`src/hw/rtl/cvf_ram.sv`:
```
// Generic simple dual-port RAM with registered read (old data on a same-address write).
`default_nettype none

module cvf_ram #(
	parameter int unsigned WIDTH = 8,
	parameter int unsigned DEPTH = 16,
	localparam int unsigned AW = (DEPTH > 1) ? $clog2(DEPTH) : 1
) (
	input  wire logic             clk,
	input  wire logic             we,
	input  wire logic [AW-1:0]    waddr,
	input  wire logic [WIDTH-1:0] wdata,
	input  wire logic             re,
	input  wire logic [AW-1:0]    raddr,
	output logic      [WIDTH-1:0] rdata
);

	logic [WIDTH-1:0] mem [DEPTH];

	always_ff @(posedge clk) begin
		if (re) begin
			rdata <= mem[raddr];
		end
		if (we) begin
			mem[waddr] <= wdata;
		end
	end

endmodule

`default_nettype wire

```
`config.mk`:
```
export PLATFORM = sky130hd
export DESIGN_NAME = cvf_ram
export DESIGN_NICKNAME = d
export VERILOG_FILES = /design/src/hw/rtl/cvf_ram.sv
export SDC_FILE = /design/constraint.sdc
export NUM_CORES = 1
export LEC_CHECK = 0
export BUFFER_PORTS_ARGS = -buffer_cell sky130_fd_sc_hd__clkbuf_2
export CORE_MARGIN = 2
export CORE_UTILIZATION = 50
export CTS_CLUSTER_SIZE = 10
export DETAILED_ROUTE_END_ITERATION = 8
export PLACE_DENSITY = 0.67
export SYNTH_ARGS = -nofsm -noshare
export SYNTH_HDL_FRONTEND = slang
export SYNTH_SLANG_ARGS = --single-unit
```
`constraint.sdc`:
```
create_clock -name clk -period 2.43 [get_ports clk]
set_input_delay 0.1215 -clock clk [delete_from_list [all_inputs] [get_ports clk]]
set_output_delay 0.1215 -clock clk [all_outputs]
set_load 0.05 [all_outputs]
```
==> qor.csv <==
metric,value,unit
outcome,completed,
dr.max_layer_used,met4,
ctsHoldBuffers,0,
p_sw,0.001098,W
fin_skew,0.007816,ns
async_flop_share,0,
grt_max_degree,33,
grt_pass1_wl,15800,um
rows,37,
crit_type,register to register,
synth_seq_cells,136,
synthFlopType,edfxtp_1,
critPathLaunch,mem[2][0]$_DFFE_PP_,
vias,2452,
p_int,0.004293,W
seqPwrFrac,0.493,
postCtsSetupBuffers,0,
min_path_type,input port to register,
fin_setup_tns,0,ns
multi_input_area,1057,um2
ys_seq_area_frac,0.7812,
synth_nets,248,
fmax,0.6781,GHz
postSynthCellCount,229,
numCtsBuffers,17,
synthTopCellsByArea,"edfxtp_1 78%, mux4_2 7.8%, mux4_1 7.0%, a22oi_1 2.3%, nor2_1 0.93%",
insertion_delay,0.51,ns
gp_congestion,0.7882,
finalWirelength,10310,um
grt_pass1_vias,2516,
syn_area,5228,um2
pwr-share-clk,0.455,
drt-pass1-iter-count,4,
yosys.area.top_type_share,0.7812,
vias_per_cell,5.716,
io_pins,27,
cp_data_required_time,2.67,ns
drt_iter0_drc,317,
combPwrFrac,0.052,
relSlewSlack,0.3597,
fin_ws,0.9552,ns
drive_gt1_frac,0.3072,
period_needed,1.475,ns
avgSynthCellArea,22.83,um2
setup_viol_count_final,0,
drc,0,
clk_pin_slew,0.06,ns
hold_ws,0.01644,ns
report.final.slew_viol_count,0,
critPathMaxStageDelay,0.49,ns
final_cells,429,
synth_edf_count,136,
dpl-instance-area,5587,um2
cts_tree,built,
wl_met2,5107,um
seqCellArea,4084,um2
ctsResizeCount,0,
start_util,0.5109,
p_leak,2.084,nW
core,10230,um2
synth_warnings,0,
min-delay-start,wdata[6],
final_hold_viol_count,0,
netlist-cell-type-count,18,
regToRegStartpoint,mem[2][0]$_DFFE_PP_,
yosysTopAreaCell,edfxtp_1,
clock_sinks,136,
worstPathCellList,mux4_1 > a22oi_1 > nand2_1,
p_per_area,874.8,nW/um2
path_max_fanout,1,
n_fill_cell,712,
synthTopCellsByCount,"136 x edfxtp_1, 18 x mux4_2, 16 x a22oi_1, 14 x mux4_1, 13 x nor2_1",
finalInstanceArea,6162,um2
hpwl,6151,um
grt_overflow,0,
final_antenna_net_count,0,
worst_slew_pin_slew,0.9570,ns
cts_buffer_depth,2,
ir_drop,0.4424,mV
layout_worst_path_cycle_share,0.6069,
p_sw_frac,0.2037,
antenna_found_initial,0,
avgRoutedWirePerCell,24.02,um
die_area,11290,um2
worstSetupStartpointType,register,
cts.htree.levels,4,
rsz0062_at_grt,no,
placed_cells,397,
grt_use_total,0.2047,
arrival,1.71,ns
areaGrowthSynthToFinish,17.88,%
numPortBuffers,26,
nNetsFinal,299,
end_kind,register,
met1Wirelength,4233,um
die_x,106.3,um
yosysMostFrequentCell,edfxtp_1,
die_h,106.3,um
maxCapViolations,0,
slowest_stage,mux4_1,
root_buffer,clkbuf_8,
diodes,0,
dp_slack,0.7401,ns
dr_wl_met3,900,um
cell type report:
| class | instances | area share |
|---|---|---|
| sequential | 136 | 0.6627 |
| multi-input combinational | 83 | 0.1716 |
| clock buffer | 18 | 0.06782 |
| timing repair buffer | 42 | 0.04467 |
| tap | 136 | 0.02761 |
| clock inverter | 14 | 0.02558 |
sequential cells by signal, summed over array words and instances, names as in the netlist:
register / cells
mem: 128
rdata: 8
cells in the final DEF (no fill, tap or decap), drive strengths merged, types with 2 or more instances in the layout:
| master | Yosys | routed |
|---|---|---|
| clkbuf | 0 | 44 |
| a22oi | 16 | 16 |
| clkinv | 0 | 8 |
| edfxtp | 136 | 136 |
| nand2b | 2 | 2 |
| buf | 7 | 16 |
| nand2 | 9 | 9 |
| bufinv | 0 | 3 |
| mux4 | 32 | 32 |
| nor3 | 4 | 4 |
| clkinvlp | 0 | 3 |
| nand3b | 2 | 2 |
| nor2 | 13 | 13 |
kinds of logic after synthesis:
logic type             share of synthesized area
AO/OA/AOI/OAI                            0.02298
buffers and inverters                    0.01651
flip-flops                                0.7812
multiplexers                              0.1479
AND/OR/NAND/NOR                          0.03136
through the flow:
| stage | utilization | total power [W] |
|---|---|---|
| 2_1_floorplan | - | 0.002876 |
| 3_3_place_gp | 0.5460 | 0.002981 |
| 3_5_place_dp | 0.5460 | 0.002989 |
| 4_1_cts | 0.6023 | 0.005434 |
| 5_1_grt | 0.6023 | 0.005572 |
| 6_report | 0.6023 | 0.005391 |
routing by layer:
layer  global-route usage  vias up
met5                    0        -
met4              0.08271        0
met3              0.04292        4
met2               0.3017      109
met1               0.3031     1253
li1                     -     1086
power by group through the flow:
stage | Sequential, W | Combinational, W | Clock, W
floorplan | 0.00274 | 0.000133 | 0
CTS | 0.00266 | 0.000283 | 0.00249
finish | 0.00266 | 0.000278 | 0.00245
detailed placement | 0.00271 | 0.000281 | 0
global placement | 0.00270 | 0.000276 | 0
global route | 0.00266 | 0.000300 | 0.00261
critical path, delay by kind of cell (launching register included):
family | cells | cell delay (ns)
compound gates | 1 | 0.23
simple gates | 1 | 0.13
mux | 1 | 0.49
flops | 1 | 0.37
final timing paths:
kind,slack (ns),end,depth (start not counted)
hold reg to reg,0.75,rdata[7]$_DFFE_PP_,3
setup reg to reg,0.96,rdata[0]$_DFFE_PP_,3
setup / recovery,0.96,rdata[0]$_DFFE_PP_,3
hold / removal,0.02,mem[7][6]$_DFFE_PP_,1
Power figures use the tool's default switching activity.
