<file path="src/hw/rtl/cvf_pkg.sv">
// Shared types, constants and helpers of the 3x3 convolution filter.
`default_nettype none

package cvf_pkg;

	localparam int unsigned MAX_WIDTH_DEF  = 2048;
	localparam int unsigned CHANNELS_DEF   = 3;
	localparam int unsigned COEF_FRAC_BITS = 12;

	localparam int unsigned SAMPLE_BITS    = 8;
	localparam int unsigned WIDTH_BITS     = 12;
	localparam int unsigned HEIGHT_BITS    = 13;
	localparam int unsigned KROW_BITS      = 48;
	localparam int unsigned COEF_BITS      = 16;
	localparam int unsigned PROD_BITS      = SAMPLE_BITS + 1 + COEF_BITS;
	localparam int unsigned SUM_BITS       = PROD_BITS + 4;
	localparam int unsigned TAP_COUNT      = 9;
	localparam int unsigned CFG_INDEX_BITS = 3;

	// Register indexes on the configuration channel.
	localparam logic [CFG_INDEX_BITS-1:0] REG_IMAGE_WIDTH   = 3'd0;
	localparam logic [CFG_INDEX_BITS-1:0] REG_IMAGE_HEIGHT  = 3'd1;
	localparam logic [CFG_INDEX_BITS-1:0] REG_KERNEL_TOP    = 3'd2;
	localparam logic [CFG_INDEX_BITS-1:0] REG_KERNEL_MIDDLE = 3'd3;
	localparam logic [CFG_INDEX_BITS-1:0] REG_KERNEL_BOTTOM = 3'd4;

	// Identity kernel: centre coefficient 1.0 in Q4.12.
	localparam logic [KROW_BITS-1:0] KERNEL_MIDDLE_RESET = 48'h0000_1000_0000;

	localparam logic signed [SUM_BITS-1:0] ROUND_HALF =
		SUM_BITS'(1) << (COEF_FRAC_BITS - 1);
	localparam logic signed [SUM_BITS-1:0] SAT_MAX = SUM_BITS'(255);

	typedef logic [SAMPLE_BITS-1:0]      pix_t;
	typedef logic signed [COEF_BITS-1:0] coef_t;
	typedef logic [KROW_BITS-1:0]        krow_t;
	typedef logic signed [PROD_BITS-1:0] prod_t;

	typedef struct packed {
		krow_t top;
		krow_t middle;
		krow_t bottom;
	} kernel_t;

	// Where the value of a result word comes from.
	typedef enum logic [1:0] {
		SRC_FILTER,
		SRC_PASS,
		SRC_UPPER,
		SRC_MIDDLE
	} src_t;

	// Control of one item entering the line store stage.
	typedef struct packed {
		logic wr;
		logic res;
		src_t src;
		logic last;
	} cvf_ctl_t;

	// Control of one result word in the multiply stage.
	typedef struct packed {
		logic filt;
		pix_t value;
		logic last;
	} cvf_s2_t;

	function automatic coef_t coef_of(kernel_t k, int r, int c);
		krow_t row;
		row = (r == 0) ? k.top : ((r == 1) ? k.middle : k.bottom);
		return row[COEF_BITS*c +: COEF_BITS];
	endfunction

endpackage

`default_nettype wire

</file>
<file path="src/hw/rtl/cvf_if.sv">
// Channel interfaces of the 3x3 convolution filter: samples, results, configuration.
`default_nettype none


interface cvf_out_if;
	import cvf_pkg::*;
	logic valid;
	logic ready;
	pix_t filtered_sample;
	logic frame_last;
	modport source (output valid, output filtered_sample, output frame_last, input ready);
	modport sink (input valid, input filtered_sample, input frame_last, output ready);
endinterface


`default_nettype wire

</file>
<file path="src/hw/rtl/cvf_mac.sv">
// Product sum, rounding, clamping and output register of the filter.
`default_nettype none

module cvf_mac (
	input  wire logic             clk,
	input  wire logic             arst_n,
	input  wire logic             valid_s2,
	input  wire cvf_pkg::cvf_s2_t ctl_s2,
	input  wire cvf_pkg::prod_t   prod_s2 [cvf_pkg::TAP_COUNT],
	output logic                  o_free,
	cvf_out_if.source             results
);
	import cvf_pkg::*;

	logic signed [SUM_BITS-1:0] sum, rounded, scaled;
	pix_t filtered, value;
	logic valid_q, last_q;
	pix_t data_q;

	always_comb begin
		sum = '0;
		for (int i = 0; i < TAP_COUNT; i++) begin
			sum = sum + SUM_BITS'(prod_s2[i]);
		end
		rounded = sum + ROUND_HALF;
		scaled  = rounded >>> COEF_FRAC_BITS;
		if (sum < 0) begin
			filtered = '0;
		end else if (scaled > SAT_MAX) begin
			filtered = 8'hFF;
		end else begin
			filtered = scaled[SAMPLE_BITS-1:0];
		end
		value = ctl_s2.filt ? filtered : ctl_s2.value;
	end

	assign o_free = !valid_q || results.ready;

	always_ff @(posedge clk or negedge arst_n) begin
		if (!arst_n) begin
			valid_q <= 1'b0;
		end else if (valid_s2 && o_free) begin
			valid_q <= 1'b1;
		end else if (results.ready) begin
			valid_q <= 1'b0;
		end
	end

	always_ff @(posedge clk) begin
		if (valid_s2 && o_free) begin
			data_q <= value;
			last_q <= ctl_s2.last;
		end
	end

	assign results.valid           = valid_q;
	assign results.filtered_sample = data_q;
	assign results.frame_last      = last_q;

endmodule

`default_nettype wire

</file>
<file path="src/flat_wrapper.sv">
// flat-port wrapper written by rule: the top's interface ports become plain ports
module cvf_mac_flat import cvf_pkg::*;
  (clk, arst_n, valid_s2, ctl_s2, prod_s2, o_free, results_valid, results_filtered_sample, results_frame_last, results_ready);
  cvf_out_if results_i ();
  input  wire logic clk;
  input  wire logic arst_n;
  input  wire logic valid_s2;
  input  wire cvf_pkg::cvf_s2_t ctl_s2;
  input  wire cvf_pkg::prod_t prod_s2[cvf_pkg::TAP_COUNT];
  output logic o_free;
  output wire logic [$bits(results_i.valid)-1:0] results_valid;
  output wire logic [$bits(results_i.filtered_sample)-1:0] results_filtered_sample;
  output wire logic [$bits(results_i.frame_last)-1:0] results_frame_last;
  input wire logic [$bits(results_i.ready)-1:0] results_ready;
  assign results_valid = results_i.valid;
  assign results_filtered_sample = results_i.filtered_sample;
  assign results_frame_last = results_i.frame_last;
  assign results_i.ready = results_ready;
  cvf_mac u_core (.clk(clk), .arst_n(arst_n), .valid_s2(valid_s2), .ctl_s2(ctl_s2), .prod_s2(prod_s2), .o_free(o_free), .results(results_i));
endmodule
</file>
<file path="config.mk">
export PLATFORM = sky130hd
export DESIGN_NAME = cvf_mac_flat
export DESIGN_NICKNAME = d
export VERILOG_FILES = /design/src/hw/rtl/cvf_pkg.sv /design/src/hw/rtl/cvf_if.sv /design/src/hw/rtl/cvf_mac.sv /design/src/flat_wrapper.sv
export SDC_FILE = /design/constraint.sdc
export NUM_CORES = 1
export LEC_CHECK = 0
export ABC_AREA = 0
export BUFFER_PORTS_ARGS = -buffer_cell sky130_fd_sc_hd__buf_2
export CAP_MARGIN = 25
export CORE_ASPECT_RATIO = 1.1
export CORE_MARGIN = 2
export CORE_UTILIZATION = 48
export CTS_CLUSTER_SIZE = 25
export DETAILED_ROUTE_END_ITERATION = 8
export PLACE_DENSITY_LB_ADDON = 0.3
export SLEW_MARGIN = 30
export SYNTH_ARGS = -nofsm -noshare
export SYNTH_HDL_FRONTEND = slang
export SYNTH_SLANG_ARGS = --single-unit
</file>
<file path="constraint.sdc">
create_clock -name clk -period 1.1 [get_ports clk]
set_input_delay 0.055 -clock clk [delete_from_list [all_inputs] [get_ports clk]]
set_output_delay 0.055 -clock clk [all_outputs]
set_load 0.05 [all_outputs]
</file>
==> impl_metrics.yaml <==
floorplan:
  die_area_um2: 15600
  pin_count: 250
  core.rowCount: 46
  fp.dieW_um: 119
  start_util_pct: 48.9
  die_y_um: 131
  coreArea_um2: 14400
critical_path:
  startpoint_type: "input port"
  end_kind: "register"
  cp_slowest_stage_delay_ps: 500
  worstPathRequired_ps: 1170
  worstPathArrival_ps: 6210
  path_max_fanout: 4
  path_class: "input port to register"
  cp_slowest_cell: "fa_1"
synth:
  synth.area.top_cells: "fa_1 44%, ha_1 9.6%, inv_1 7.4%, edfxtp_1 3.8%, a21oi_1 3.3%"
  ys_seq_elements: 10
  ys_seq_area_share_pct: 4.20
  syn_avg_cell_area_um2: 9.69
  yosys_warnings: 0
  synth_cell_types: 70
  synth_ff_type: "edfxtp_1"
  synth_common_cells: "153 x fa_1, 138 x inv_1, 54 x ha_1"
  synth_top_area_cell: "fa_1"
  syn_area_um2: 7030
  async_reset_ff_share_pct: 10.0
  synth_nets: 1172
  yosysTopAreaCellShare_pct: 43.6
  netlist_instances: 726
  synth_edf_count: 9
  yosysMostFrequentCell: "fa_1"
drt:
  drt-total-wl_mm: 16.5
  vias_per_cell: 5.02
  drt_first_iter_violations: 172
  antenna_left: 0
  vias: 6553
  drtPass1Iterations: 5
  post-route-drc-count: 0
  wl_per_cell_um: 12.6
clock_tree:
  clock_tree.root_cell: "clkbuf_16"
  clk_latency_ps: 240
  clock_sinks: 10
  cts_max_path_buffers: 2
  cts_made_buffers: 3
  cts.htree.levels: 1
  path_clk_slew_ps: 40
  cts_tree: "built"
outcome:
  outcome: "complete, but fails checks"
  violations: "setup timing"
placement:
  place_ws_ps: -5440
  dp_cells: 1282
  portBuffers: 249
  dp_hpwl_mm: 15.1
  gp_congestion: 0.909
cells_and_area:
  fin_cells: 1305
  diodes: 0
  drive_gt1_share_pct: 41.7
  syn_to_final_growth_pct: 41.4
  final_nets: 1560
timing:
  tightest_slew_ps: 594
  layout_setup_ws_ps: -5040
  fin_tns_setup_ps: -40070
  hold_viol_final: 0
  clock_skew_ps: 1.96
  grt_setup_unrepaired: "yes"
  fin_crit_sh_pct: 559
  finalMaxSlewViolations: 0
  finalSetupViolations: 8
  clock.fmax_mhz: 163
  slew_headroom_pct: 59.4
  fin_crit_ps: 6140
global_route:
  overflow: 0
  first_global_vias: 7168
  grt_max_degree: 11
  antenna_found_initial: 0
  grt_usage_pct: 21.8
  grt_pass1_wl_mm: 28.6
flow_run:
  cap_violations: 0
hold_path:
  hold_class: "input port to register"
## cell families after synthesis
logic type,Yosys count,share of synthesized area (%)
multiplexers,4,0.569
AO/OA/AOI/OAI,156,16.8
adder cells (fa/ha/maj),207,53.2
XOR/XNOR,46,5.73
buffers and inverters,156,8.43
flip-flops,10,4.20
AND/OR/NAND/NOR,147,11.1
## critical path, delay by kind of cell
family / cells / cell delay (ps)
AO/OA/AOI/OAI: 15 / 2960
XOR/XNOR: 1 / 150
adder cells (fa/ha/maj): 5 / 1780
buffers and inverters: 5 / 590
AND/OR/NAND/NOR: 4 / 700
## sequential cells by signal, indices dropped and copies added (netlist names)
| signal | cells |
|---|---|
| u_core.results.valid | 1 |
| u_core.results.filtered_sample | 8 |
| u_core.results.frame_last | 1 |
## layout make-up
type,count,area [µm²]
Multi-Input combinational cell,560,6390
Fill cell,1165,4450
Timing Repair Buffer,400,2410
Inverter,139,522
Sequential cell,10,297
Tap cell,192,240
Clock buffer,3,75.1
Clock inverter,1,3.75
## metrics by stage
| stage | instance area [µm²] | utilization [%] | hold slack, ps |
|---|---|---|---|
| 3_3_place_gp | 9540 | 66.3 | -170 |
| 3_5_place_dp | 9540 | 66.3 | -169 |
| 4_1_cts | 9800 | 68.1 | 50.8 |
| 6_report | 9940 | 69.1 | 37.3 |
| 5_1_grt | 9940 | 69.1 | 51.6 |
| 2_1_floorplan | 7150 | - | -241 |
## metal layers
metal | part of all wire [%] | vias up | wire, µm | track usage [%]
met2 | 58 | 188 | 9470 | 47.4
met1 | 36 | 3130 | 5930 | 22.6
li1 | - | 3205 | - | -
met5 | 0 | - | 0 | 0
met4 | 1.8 | 0 | 289 | 4.15
met3 | 4.7 | 30 | 772 | 1.52
## path summary, 6_finish.rpt
check | from | to | slack (ps) | cells past startpoint
max | prod_s2[151] | u_core.results.filtered_sample[5] | -5040 | 30
min | valid_s2 | u_core.results.valid | 40 | 2
max reg2reg | u_core.results.valid | u_core.results.filtered_sample[1] | 90 | 2
min reg2reg | u_core.results.valid | u_core.results.valid | 540 | 2
max in group asynchronous | arst_n | u_core.results.valid | 880 | 2
min in group asynchronous | arst_n | u_core.results.valid | 120 | 2
## what timing repair did
item,CTS,global route
hold buffers,2,0
pin swaps,12,12
resized for setup,14,19
setup endpoints to repair,8,8
hold endpoints to repair,2,0
setup buffers,11,7
gates cloned,0,0
## cells in the final DEF (no fill, tap or decap), types with 5 or more instances in the layout
cell type,instances
edfxtp_1,9
and3_4,5
buf_4,143
ha_1,51
a21o_1,16
o21ai_0,11
inv_1,136
and3_1,7
a21oi_2,6
fa_1,152
buf_2,248
nand3_1,15
a41oi_2,5
nand2b_1,9
and2_1,10
o211ai_1,5
xnor2_1,24
xor2_1,22
nand4_1,8
buf_6,7
nand2_1,28
nor2_1,25
o21a_1,7
a21oi_1,42
nor3_1,12
Power is left out: the tool's default activity adds up to more than one toggle a clock period on the data nets, which glitch-free logic cannot reach.
