File: src/hw/rtl/cvf_pkg.sv
// Shared types, constants and helpers of the 3x3 convolution filter.
`default_nettype none

package cvf_pkg;

	localparam int unsigned MAX_WIDTH_DEF  = 2048;
	localparam int unsigned CHANNELS_DEF   = 3;
	localparam int unsigned COEF_FRAC_BITS = 12;

	localparam int unsigned SAMPLE_BITS    = 8;
	localparam int unsigned WIDTH_BITS     = 12;
	localparam int unsigned HEIGHT_BITS    = 13;
	localparam int unsigned KROW_BITS      = 48;
	localparam int unsigned COEF_BITS      = 16;
	localparam int unsigned PROD_BITS      = SAMPLE_BITS + 1 + COEF_BITS;
	localparam int unsigned SUM_BITS       = PROD_BITS + 4;
	localparam int unsigned TAP_COUNT      = 9;
	localparam int unsigned CFG_INDEX_BITS = 3;

	// Register indexes on the configuration channel.
	localparam logic [CFG_INDEX_BITS-1:0] REG_IMAGE_WIDTH   = 3'd0;
	localparam logic [CFG_INDEX_BITS-1:0] REG_IMAGE_HEIGHT  = 3'd1;
	localparam logic [CFG_INDEX_BITS-1:0] REG_KERNEL_TOP    = 3'd2;
	localparam logic [CFG_INDEX_BITS-1:0] REG_KERNEL_MIDDLE = 3'd3;
	localparam logic [CFG_INDEX_BITS-1:0] REG_KERNEL_BOTTOM = 3'd4;

	// Identity kernel: centre coefficient 1.0 in Q4.12.
	localparam logic [KROW_BITS-1:0] KERNEL_MIDDLE_RESET = 48'h0000_1000_0000;

	localparam logic signed [SUM_BITS-1:0] ROUND_HALF =
		SUM_BITS'(1) << (COEF_FRAC_BITS - 1);
	localparam logic signed [SUM_BITS-1:0] SAT_MAX = SUM_BITS'(255);

	typedef logic [SAMPLE_BITS-1:0]      pix_t;
	typedef logic signed [COEF_BITS-1:0] coef_t;
	typedef logic [KROW_BITS-1:0]        krow_t;
	typedef logic signed [PROD_BITS-1:0] prod_t;

	typedef struct packed {
		krow_t top;
		krow_t middle;
		krow_t bottom;
	} kernel_t;

	// Where the value of a result word comes from.
	typedef enum logic [1:0] {
		SRC_FILTER,
		SRC_PASS,
		SRC_UPPER,
		SRC_MIDDLE
	} src_t;

	// Control of one item entering the line store stage.
	typedef struct packed {
		logic wr;
		logic res;
		src_t src;
		logic last;
	} cvf_ctl_t;

	// Control of one result word in the multiply stage.
	typedef struct packed {
		logic filt;
		pix_t value;
		logic last;
	} cvf_s2_t;

	function automatic coef_t coef_of(kernel_t k, int r, int c);
		krow_t row;
		row = (r == 0) ? k.top : ((r == 1) ? k.middle : k.bottom);
		return row[COEF_BITS*c +: COEF_BITS];
	endfunction

endpackage

`default_nettype wire

File: src/hw/rtl/cvf_if.sv
// Channel interfaces of the 3x3 convolution filter: samples, results, configuration.
`default_nettype none

interface cvf_in_if;
	import cvf_pkg::*;
	logic valid;
	logic ready;
	logic action;
	pix_t sample;
	modport source (output valid, output action, output sample, input ready);
	modport sink (input valid, input action, input sample, output ready);
endinterface


interface cvf_cfg_if;
	import cvf_pkg::*;
	logic                      valid;
	logic                      ready;
	logic [CFG_INDEX_BITS-1:0] index;
	logic [KROW_BITS-1:0]      data;
	modport source (output valid, output index, output data, input ready);
	modport sink (input valid, input index, input data, output ready);
endinterface

`default_nettype wire

File: src/hw/rtl/cvf_ctrl.sv
// Configuration registers and raster sequencing of the 3x3 convolution filter.
`default_nettype none

module cvf_ctrl #(
	parameter int unsigned MAX_WIDTH = cvf_pkg::MAX_WIDTH_DEF,
	parameter int unsigned CHANNELS  = cvf_pkg::CHANNELS_DEF,
	localparam int unsigned AW  = $clog2(MAX_WIDTH * CHANNELS),
	localparam int unsigned CHW = (CHANNELS > 1) ? $clog2(CHANNELS) : 1
) (
	input  wire logic           clk,
	input  wire logic           arst_n,
	cvf_in_if.sink              samples,
	cvf_cfg_if.sink             cfg,
	input  wire logic           s1_free,
	output logic                enter,
	output cvf_pkg::cvf_ctl_t   ctl,
	output logic [AW-1:0]       idx,
	output logic [CHW-1:0]      ch_in,
	output logic [CHW-1:0]      ch_out,
	output cvf_pkg::pix_t       sample,
	output cvf_pkg::kernel_t    kernel
);
	import cvf_pkg::*;

	localparam int unsigned CW = $clog2(MAX_WIDTH);
	localparam int unsigned WW = $clog2(MAX_WIDTH + 1);
	localparam int unsigned RW = HEIGHT_BITS;
	localparam int unsigned PW = $clog2(MAX_WIDTH * CHANNELS + CHANNELS + 2);

	logic [WIDTH_BITS-1:0] image_width_q;
	logic [RW-1:0]         image_height_q;
	kernel_t               kernel_q;

	logic [CW-1:0]  col_q, ocol_q;
	logic [RW-1:0]  row_q, orow_q;
	logic [CHW-1:0] chan_q, ochan_q;
	logic [PW-1:0]  pend_q;

	logic [CW-1:0]  c_col, c_ocol, col_d, ocol_d;
	logic [RW-1:0]  c_row, c_orow, row_d, orow_d;
	logic [CHW-1:0] c_chan, c_ochan, chan_d, ochan_d;
	logic [PW-1:0]  c_pend, pend_d, pend_inc, lag;

	logic [WW-1:0] w;
	logic [RW-1:0] h;
	logic accept, active, frame_restart, in_phase, is_sample, is_drain;
	logic emit, last, interior;
	logic chan_wrap, col_wrap, ochan_wrap, ocol_wrap;
	logic [AW-1:0] in_idx, out_idx;

	assign samples.ready = s1_free;
	assign cfg.ready     = 1'b1;
	assign accept        = samples.valid && samples.ready;
	assign kernel        = kernel_q;
	assign sample        = samples.sample;

	always_ff @(posedge clk or negedge arst_n) begin
		if (!arst_n) begin
			image_width_q   <= '0;
			image_height_q  <= '0;
			kernel_q.top    <= '0;
			kernel_q.middle <= KERNEL_MIDDLE_RESET;
			kernel_q.bottom <= '0;
		end else if (cfg.valid && cfg.ready) begin
			unique case (cfg.index)
				REG_IMAGE_WIDTH:   image_width_q   <= cfg.data[WIDTH_BITS-1:0];
				REG_IMAGE_HEIGHT:  image_height_q  <= cfg.data[RW-1:0];
				REG_KERNEL_TOP:    kernel_q.top    <= cfg.data;
				REG_KERNEL_MIDDLE: kernel_q.middle <= cfg.data;
				REG_KERNEL_BOTTOM: kernel_q.bottom <= cfg.data;
				default: ;
			endcase
		end
	end

	always_comb begin
		if (32'(image_width_q) > MAX_WIDTH) begin
			w = WW'(MAX_WIDTH);
		end else begin
			w = WW'(image_width_q);
		end
		h = image_height_q;
	end

	assign active = (w != '0) && (h != '0);
	// A fully accepted frame with nothing left to deliver starts over at zero.
	assign frame_restart = (row_q >= h) && (pend_q == '0);

	always_comb begin
		c_col   = frame_restart ? '0 : col_q;
		c_row   = frame_restart ? '0 : row_q;
		c_chan  = frame_restart ? '0 : chan_q;
		c_pend  = frame_restart ? '0 : pend_q;
		c_ocol  = frame_restart ? '0 : ocol_q;
		c_orow  = frame_restart ? '0 : orow_q;
		c_ochan = frame_restart ? '0 : ochan_q;

		in_phase  = c_row < h;
		is_sample = in_phase && !samples.action;
		is_drain  = !in_phase;

		lag      = PW'((32'(w) + 32'd1) * CHANNELS);
		pend_inc = c_pend + PW'(1);

		chan_wrap  = (32'(c_chan) + 32'd1) >= CHANNELS;
		col_wrap   = (32'(c_col) + 32'd1) >= 32'(w);
		ochan_wrap = (32'(c_ochan) + 32'd1) >= CHANNELS;
		ocol_wrap  = (32'(c_ocol) + 32'd1) >= 32'(w);

		last = ((32'(c_orow) + 32'd1) >= 32'(h)) && ocol_wrap && ochan_wrap;
		interior = (32'(w) >= 32'd3) && (32'(h) >= 32'd3) &&
		           (c_orow != '0) && ((32'(c_orow) + 32'd1) < 32'(h)) &&
		           (c_ocol != '0) && ocol_wrap == 1'b0;

		emit = is_drain || (is_sample && (pend_inc > lag));

		in_idx  = AW'(32'(c_col) * CHANNELS + 32'(c_chan));
		out_idx = AW'(32'(c_ocol) * CHANNELS + 32'(c_ochan));

		col_d   = c_col;
		row_d   = c_row;
		chan_d  = c_chan;
		ocol_d  = c_ocol;
		orow_d  = c_orow;
		ochan_d = c_ochan;
		pend_d  = c_pend;

		if (is_sample) begin
			chan_d = chan_wrap ? '0 : c_chan + CHW'(1);
			if (chan_wrap) begin
				col_d = col_wrap ? '0 : c_col + CW'(1);
				if (col_wrap) begin
					row_d = c_row + RW'(1);
				end
			end
			pend_d = emit ? c_pend : pend_inc;
		end else if (is_drain) begin
			pend_d = c_pend - PW'(1);
		end

		if (emit) begin
			if (last) begin
				col_d   = '0;
				row_d   = '0;
				chan_d  = '0;
				ocol_d  = '0;
				orow_d  = '0;
				ochan_d = '0;
				pend_d  = '0;
			end else begin
				ochan_d = ochan_wrap ? '0 : c_ochan + CHW'(1);
				if (ochan_wrap) begin
					ocol_d = ocol_wrap ? '0 : c_ocol + CW'(1);
					if (ocol_wrap) begin
						orow_d = c_orow + RW'(1);
					end
				end
			end
		end

		enter    = accept && active && (is_sample || is_drain);
		ctl.wr   = is_sample;
		ctl.res  = emit;
		ctl.last = last;
		if (is_drain) begin
			ctl.src = ((32'(c_orow) + 32'd1) >= 32'(h)) ? SRC_MIDDLE : SRC_UPPER;
		end else begin
			ctl.src = interior ? SRC_FILTER : SRC_PASS;
		end
		idx    = is_drain ? out_idx : in_idx;
		ch_in  = c_chan;
		ch_out = c_ochan;
	end

	always_ff @(posedge clk or negedge arst_n) begin
		if (!arst_n) begin
			col_q   <= '0;
			row_q   <= '0;
			chan_q  <= '0;
			pend_q  <= '0;
			ocol_q  <= '0;
			orow_q  <= '0;
			ochan_q <= '0;
		end else if (accept && active) begin
			col_q   <= col_d;
			row_q   <= row_d;
			chan_q  <= chan_d;
			pend_q  <= pend_d;
			ocol_q  <= ocol_d;
			orow_q  <= orow_d;
			ochan_q <= ochan_d;
		end
	end

endmodule

`default_nettype wire

File: src/flat_wrapper.sv
// flat-port wrapper written by rule: the top's interface ports become plain ports
module cvf_ctrl_flat import cvf_pkg::*;
#(
	parameter int unsigned MAX_WIDTH = cvf_pkg::MAX_WIDTH_DEF,
	parameter int unsigned CHANNELS  = cvf_pkg::CHANNELS_DEF,
	localparam int unsigned AW  = $clog2(MAX_WIDTH * CHANNELS),
	localparam int unsigned CHW = (CHANNELS > 1) ? $clog2(CHANNELS) : 1
)
  (clk, arst_n, s1_free, enter, ctl, idx, ch_in, ch_out, sample, kernel, samples_valid, samples_action, samples_sample, samples_ready, cfg_valid, cfg_index, cfg_data, cfg_ready);
  cvf_in_if samples_i ();
  cvf_cfg_if cfg_i ();
  input  wire logic clk;
  input  wire logic arst_n;
  input  wire logic s1_free;
  output logic enter;
  output cvf_pkg::cvf_ctl_t ctl;
  output logic [AW-1:0] idx;
  output logic [CHW-1:0] ch_in;
  output logic [CHW-1:0] ch_out;
  output cvf_pkg::pix_t sample;
  output cvf_pkg::kernel_t kernel;
  input wire logic [$bits(samples_i.valid)-1:0] samples_valid;
  input wire logic [$bits(samples_i.action)-1:0] samples_action;
  input wire logic [$bits(samples_i.sample)-1:0] samples_sample;
  output wire logic [$bits(samples_i.ready)-1:0] samples_ready;
  input wire logic [$bits(cfg_i.valid)-1:0] cfg_valid;
  input wire logic [$bits(cfg_i.index)-1:0] cfg_index;
  input wire logic [$bits(cfg_i.data)-1:0] cfg_data;
  output wire logic [$bits(cfg_i.ready)-1:0] cfg_ready;
  assign samples_i.valid = samples_valid;
  assign samples_i.action = samples_action;
  assign samples_i.sample = samples_sample;
  assign samples_ready = samples_i.ready;
  assign cfg_i.valid = cfg_valid;
  assign cfg_i.index = cfg_index;
  assign cfg_i.data = cfg_data;
  assign cfg_ready = cfg_i.ready;
  cvf_ctrl #(.MAX_WIDTH(MAX_WIDTH), .CHANNELS(CHANNELS)) u_core (.clk(clk), .arst_n(arst_n), .samples(samples_i), .cfg(cfg_i), .s1_free(s1_free), .enter(enter), .ctl(ctl), .idx(idx), .ch_in(ch_in), .ch_out(ch_out), .sample(sample), .kernel(kernel));
endmodule
File: config.mk
export PLATFORM = sky130hd
export DESIGN_NAME = cvf_ctrl_flat
export DESIGN_NICKNAME = d
export VERILOG_FILES = /design/src/hw/rtl/cvf_pkg.sv /design/src/hw/rtl/cvf_if.sv /design/src/hw/rtl/cvf_ctrl.sv /design/src/flat_wrapper.sv
export SDC_FILE = /design/constraint.sdc
export NUM_CORES = 1
export LEC_CHECK = 0
export ABC_AREA = 1
export ABC_CLOCK_PERIOD_IN_PS = 6700
export BUFFER_PORTS_ARGS = -buffer_cell sky130_fd_sc_hd__buf_2
export CORE_ASPECT_RATIO = 0.5
export CORE_MARGIN = 4
export CORE_UTILIZATION = 35
export CTS_BUF_LIST = sky130_fd_sc_hd__clkbuf_16
export CTS_CLUSTER_SIZE = 28
export DETAILED_ROUTE_END_ITERATION = 10
export GPL_TIMING_DRIVEN = 0
export PLACE_DENSITY_LB_ADDON = 0.25
export SYNTH_ARGS = -nofsm -noshare
export SYNTH_HDL_FRONTEND = slang
export SYNTH_SLANG_ARGS = --single-unit
File: constraint.sdc
create_clock -name clk -period 6.7 [get_ports clk]
set_input_delay 0.67 -clock clk [delete_from_list [all_inputs] [get_ports clk]]
set_output_delay 0.67 -clock clk [all_outputs]
set_load 0.005 [all_outputs]
==> parameters.txt <==
Parameter                              Value

Power
  Part of the power in registers    30.0%
  Power density over the cells    349 nW/µm²
  Logic pwr share    48.1%
  Sw Ratio    43.2%
  Highest ir drop seen on vdd    0.213 mV
  Internal power consumption    3.63 mW
  Switching power    2.76 mW
  Leakage dissipation    9.81 nW
  Clk network pwr share    21.9%

Clock network
  CTS tree    yes
  Buffer levels on the longest clock path    3
  Buffer cell driving the clock tree root    clkbuf_16
  Setup Fix Bufs, Post-CTS    0
  Clock latency on the worst-skew pair    560 ps
  Maximum level of the CTS H-tree    1
  Number of buffers created by CTS    25
  Clock tree sinks    234
  Clk slew on worst S/H paths    60 ps

Setup path
  Start-to-end type of the worst setup path    flip-flop to output pin
  Kind of launch point of the worst setup path    flip-flop
  Endpoint required time on the critical path    6030 ps
  Critical-path maximum fanout    19
  Setup slack of the most critical reg-to-reg path    1050 ps
  Worst Setup End Kind    output pin
  Terminus of the critical flop-to-flop path    u_core.col_q[3]$_DFFE_PN0P_
  Worst EP arrival    5590 ps
  Critical R2R Launch    u_core.h[12]$_DFFE_PN0P_
  Depth of the worst register-to-register path    28

Route
  Post-route ant nets    0
  Met1 wire length    22,600 µm
  Average wire length per cell after detail routing    16.6 µm
  Pre-antenna DRT Iters    5
  Top layer in use    met5
  Vias per cell    4.93
  Residual DRC    0
  Met3 routed wirelength    3060 µm
  DR vias    14,500
  Met2 WL post-DR    22,100 µm
  Routed Wire Length    48,700 µm
  Number of DRC violations after detailed-routing iteration 0    964

Place
  DP Wirelength    37,600 µm
  Routability congestion estimate    0.889
  Placement Setup Slack    -195 ps
  DP Cell Count    2,893
  Input/output buffers    232

Job
  Max-cap violation count    0

Floorplanning
  Horizontal extent of the die    305 µm
  Std-Cell Rows    54
  Die ar.    47,800 µm²
  I/O pin total    242
  Die Height    157 µm
  Effective utilization at floorplan    35.4%
  Standard cell core area    43,600 µm²

Synth
  Unique masters post-synth    49
  Synthesized netlist cell count    2,071
  Cell types occupying the most area after synthesis    dfrtp_1 38%, nand2_1 14%, ha_1 11%, o21ai_0 8.6%, inv_1 6.7%
  Total of flip-flops plus latches after synthesis    234
  Post-synthesis cell type with the largest combined area    dfrtp_1
  Parity-gate share of the synthesized area counting xor and xnor cells    3.45%
  Adder and majority cell fraction of the synthesized area    11.9%
  Portion of netlist area occupied by mux cells    0.0647%
  Cell area after technology mapping    15,500 µm²
  Most used standard cell by instance count after synthesis    nand2_1
  Area share of the leading cell type in the synthesized netlist    37.7%
  Portion of the post-synthesis area used by sequential elements    37.9%
  Main combinational cell family by area after synthesis    simple AND/OR/NAND/NOR gates
  Top cells by count, synth    562 x nand2_1, 275 x inv_1, 267 x o21ai_0, 233 x dfrtp_1, 139 x ha_1
  Ys async rst share    100%
  Top_reg_cell synth    dfrtp_1
  Fraction of the mapped netlist area in compound gates    13.5%
  Total of warnings raised by yosys    0
  Syn_nets    2,280
  Simple-gate portion of the synthesized area    23.5%
  Number of enable-type register cells in the synthesized netlist    0
  Synth Area per Inst    7.47 µm²

Finish
  Layout Nets    2,540
  Proportion of layout cells with a drive suffix above 1    14.8%
  Layout Area Growth over Synthesis    18.3%
  Layout Cells excl Fill    2,938

Timing
  Setup repair after global routing missed its margin    no
  Min cycle time layout    6260 ps
  Final number of setup-violating endpoints    0
  Highest clock rate    160 MHz
  Slew at the pin with the worst max-slew slack    804 ps
  Crit path setup slack, layout    439 ps
  Max-Slew Margin vs Limit    46.4%
  Total count of hold-check failures in the final report    0
  Clock skew after layout    19.2 ps
  Period utilization    93.4%
  Slew Limit Fails    0

Global route
  All-Layer GR Usage    20.1%
  First-pass GRT wire length    77,100 µm
  Number of global-route vias before repair    14,000
  Antenna violations before repair    3
  Total global routing overflow    0
  Pin count of the biggest net entering global routing    119

Worst hold path
  Min-Delay Path Depth    3
  Hold crit path type    input port to flip-flop
  Endpoint of the worst hold path    u_core.kernel[76]$_DFFE_PN1P_
  Worst min-delay path startpoint    cfg_data[28]

Status
  Result of the run    finished clean
-- cell families after synthesis --
group / after synthesis
other: 1
multiplexers: 1
AO/OA/AOI/OAI: 389
buffers and inverters: 370
adder cells (fa/ha/maj): 144
AND/OR/NAND/NOR: 871
flip-flops: 234
XOR/XNOR: 61
-- worst max-delay path by stage --
| stage | startpoint | to | slack (ps) | depth (start not counted) |
|---|---|---|---|---|
| finish | u_core.h[12]$_DFFE_PN0P_ | ctl[0] | 440 | 27 |
| global route | u_core.image_width_q[3]$_DFFE_PN0P_ | ctl[3] | 10 | 33 |
| floorplan | u_core.image_width_q[3]$_DFFE_PN0P_ | ctl[3] | 1490 | 33 |
| CTS | u_core.h[12]$_DFFE_PN0P_ | idx[11] | 30 | 31 |
| detailed placement | u_core.h[12]$_DFFE_PN0P_ | ctl[0] | -190 | 29 |
| global placement | u_core.h[12]$_DFFE_PN0P_ | ctl[0] | -200 | 29 |
-- sequential cells by signal, summed over array words and instances, names as in the netlist --
| signal | cells |
|---|---|
| u_core.pend_q | 13 |
| u_core.ochan_q | 2 |
| u_core.kernel | 144 |
| u_core.chan_q | 2 |
| u_core.h | 13 |
| u_core.col_q | 11 |
| u_core.row_q | 13 |
| u_core.ocol_q | 11 |
| u_core.image_width_q | 12 |
| u_core.orow_q | 13 |
-- cells in the final DEF, fill, tap and decap left out, types with 12 or more instances in the layout --
master	n
a21oi_1	53
buf_2	242
buf_4	16
clkbuf_1	48
clkbuf_16	25
dfrtp_1	233
ha_1	139
inv_1	278
nand2_1	561
nand3_1	82
nand4_1	31
nor2_1	131
nor2_2	12
nor3_1	26
o21ai_0	267
o21ai_1	19
xnor2_1	12
xor2_1	49
-- per-stage QoR --
step	TNS, ps	utilization (%)	power (mW)	hold slack, ps	cell area, µm²
3_5_place_dp	-195	39.9	4.99	465	17400
6_report	0	41.9	6.39	383	18300
3_3_place_gp	-249	39.8	4.93	463	17400
5_1_grt	0	41.9	6.99	373	18300
2_1_floorplan	0	-	4.01	374	15500
4_1_cts	0	41.8	6.42	355	18300
-- final cells by class --
| type | instances | area, µm² |
|---|---|---|
| Inverter | 281 | 1060 |
| Tap cell | 588 | 736 |
| Timing Repair Buffer | 235 | 1240 |
| Buffer | 87 | 465 |
| Clock buffer | 25 | 626 |
| Antenna cell | 1 | 2.50 |
| Clock inverter | 20 | 169 |
| Multi-Input combinational cell | 1467 | 8160 |
| Sequential cell | 234 | 5860 |
| Fill cell | 4620 | 25300 |
-- critical path, stage by stage, from the launching register on --
cell	delay, ps
dfrtp_1	370
inv_1	180
ha_1	290
a21oi_1	160
nand2_1	100
nor2_1	100
nand3_1	170
nand2_4	190
inv_4	100
buf_8	180
nor2_1	320
ha_1	250
inv_1	70
nor3_1	590
nand2_1	180
nor2_1	150
xor2_1	290
ha_1	290
nand2_1	80
nor2_1	50
a211oi_1	160
nor2_1	60
nor2_1	130
nand3_1	120
nand2_1	150
inv_1	60
buf_4	120
buf_2	110
-- power by group through the flow --
stage / sequential, mW / clock (mW) / combinational, mW
after floorplan: 1.92 / 0 / 2.10
after global placement: 1.93 / 0 / 3.00
after detailed placement: 1.93 / 0 / 3.05
after CTS: 1.91 / 1.43 / 3.07
after global routing: 1.96 / 1.48 / 3.55
final: 1.92 / 1.40 / 3.08
-- routing by layer --
layer	up-vias	global-route usage, %
met4	4	4.19
li1	7207	-
met5	-	0
met3	65	4.06
met2	341	33.4
met1	6856	27.3
-- what timing repair did --
item / in CTS / in global routing
hold buffers: 1 / 0
hold endpoints to repair: 18 / 0
resized for setup: 7 / 23
gates cloned: 0 / 0
pin swaps: 0 / 0
setup endpoints to repair: 16 / 16
(Power assumes the default switching activity.)
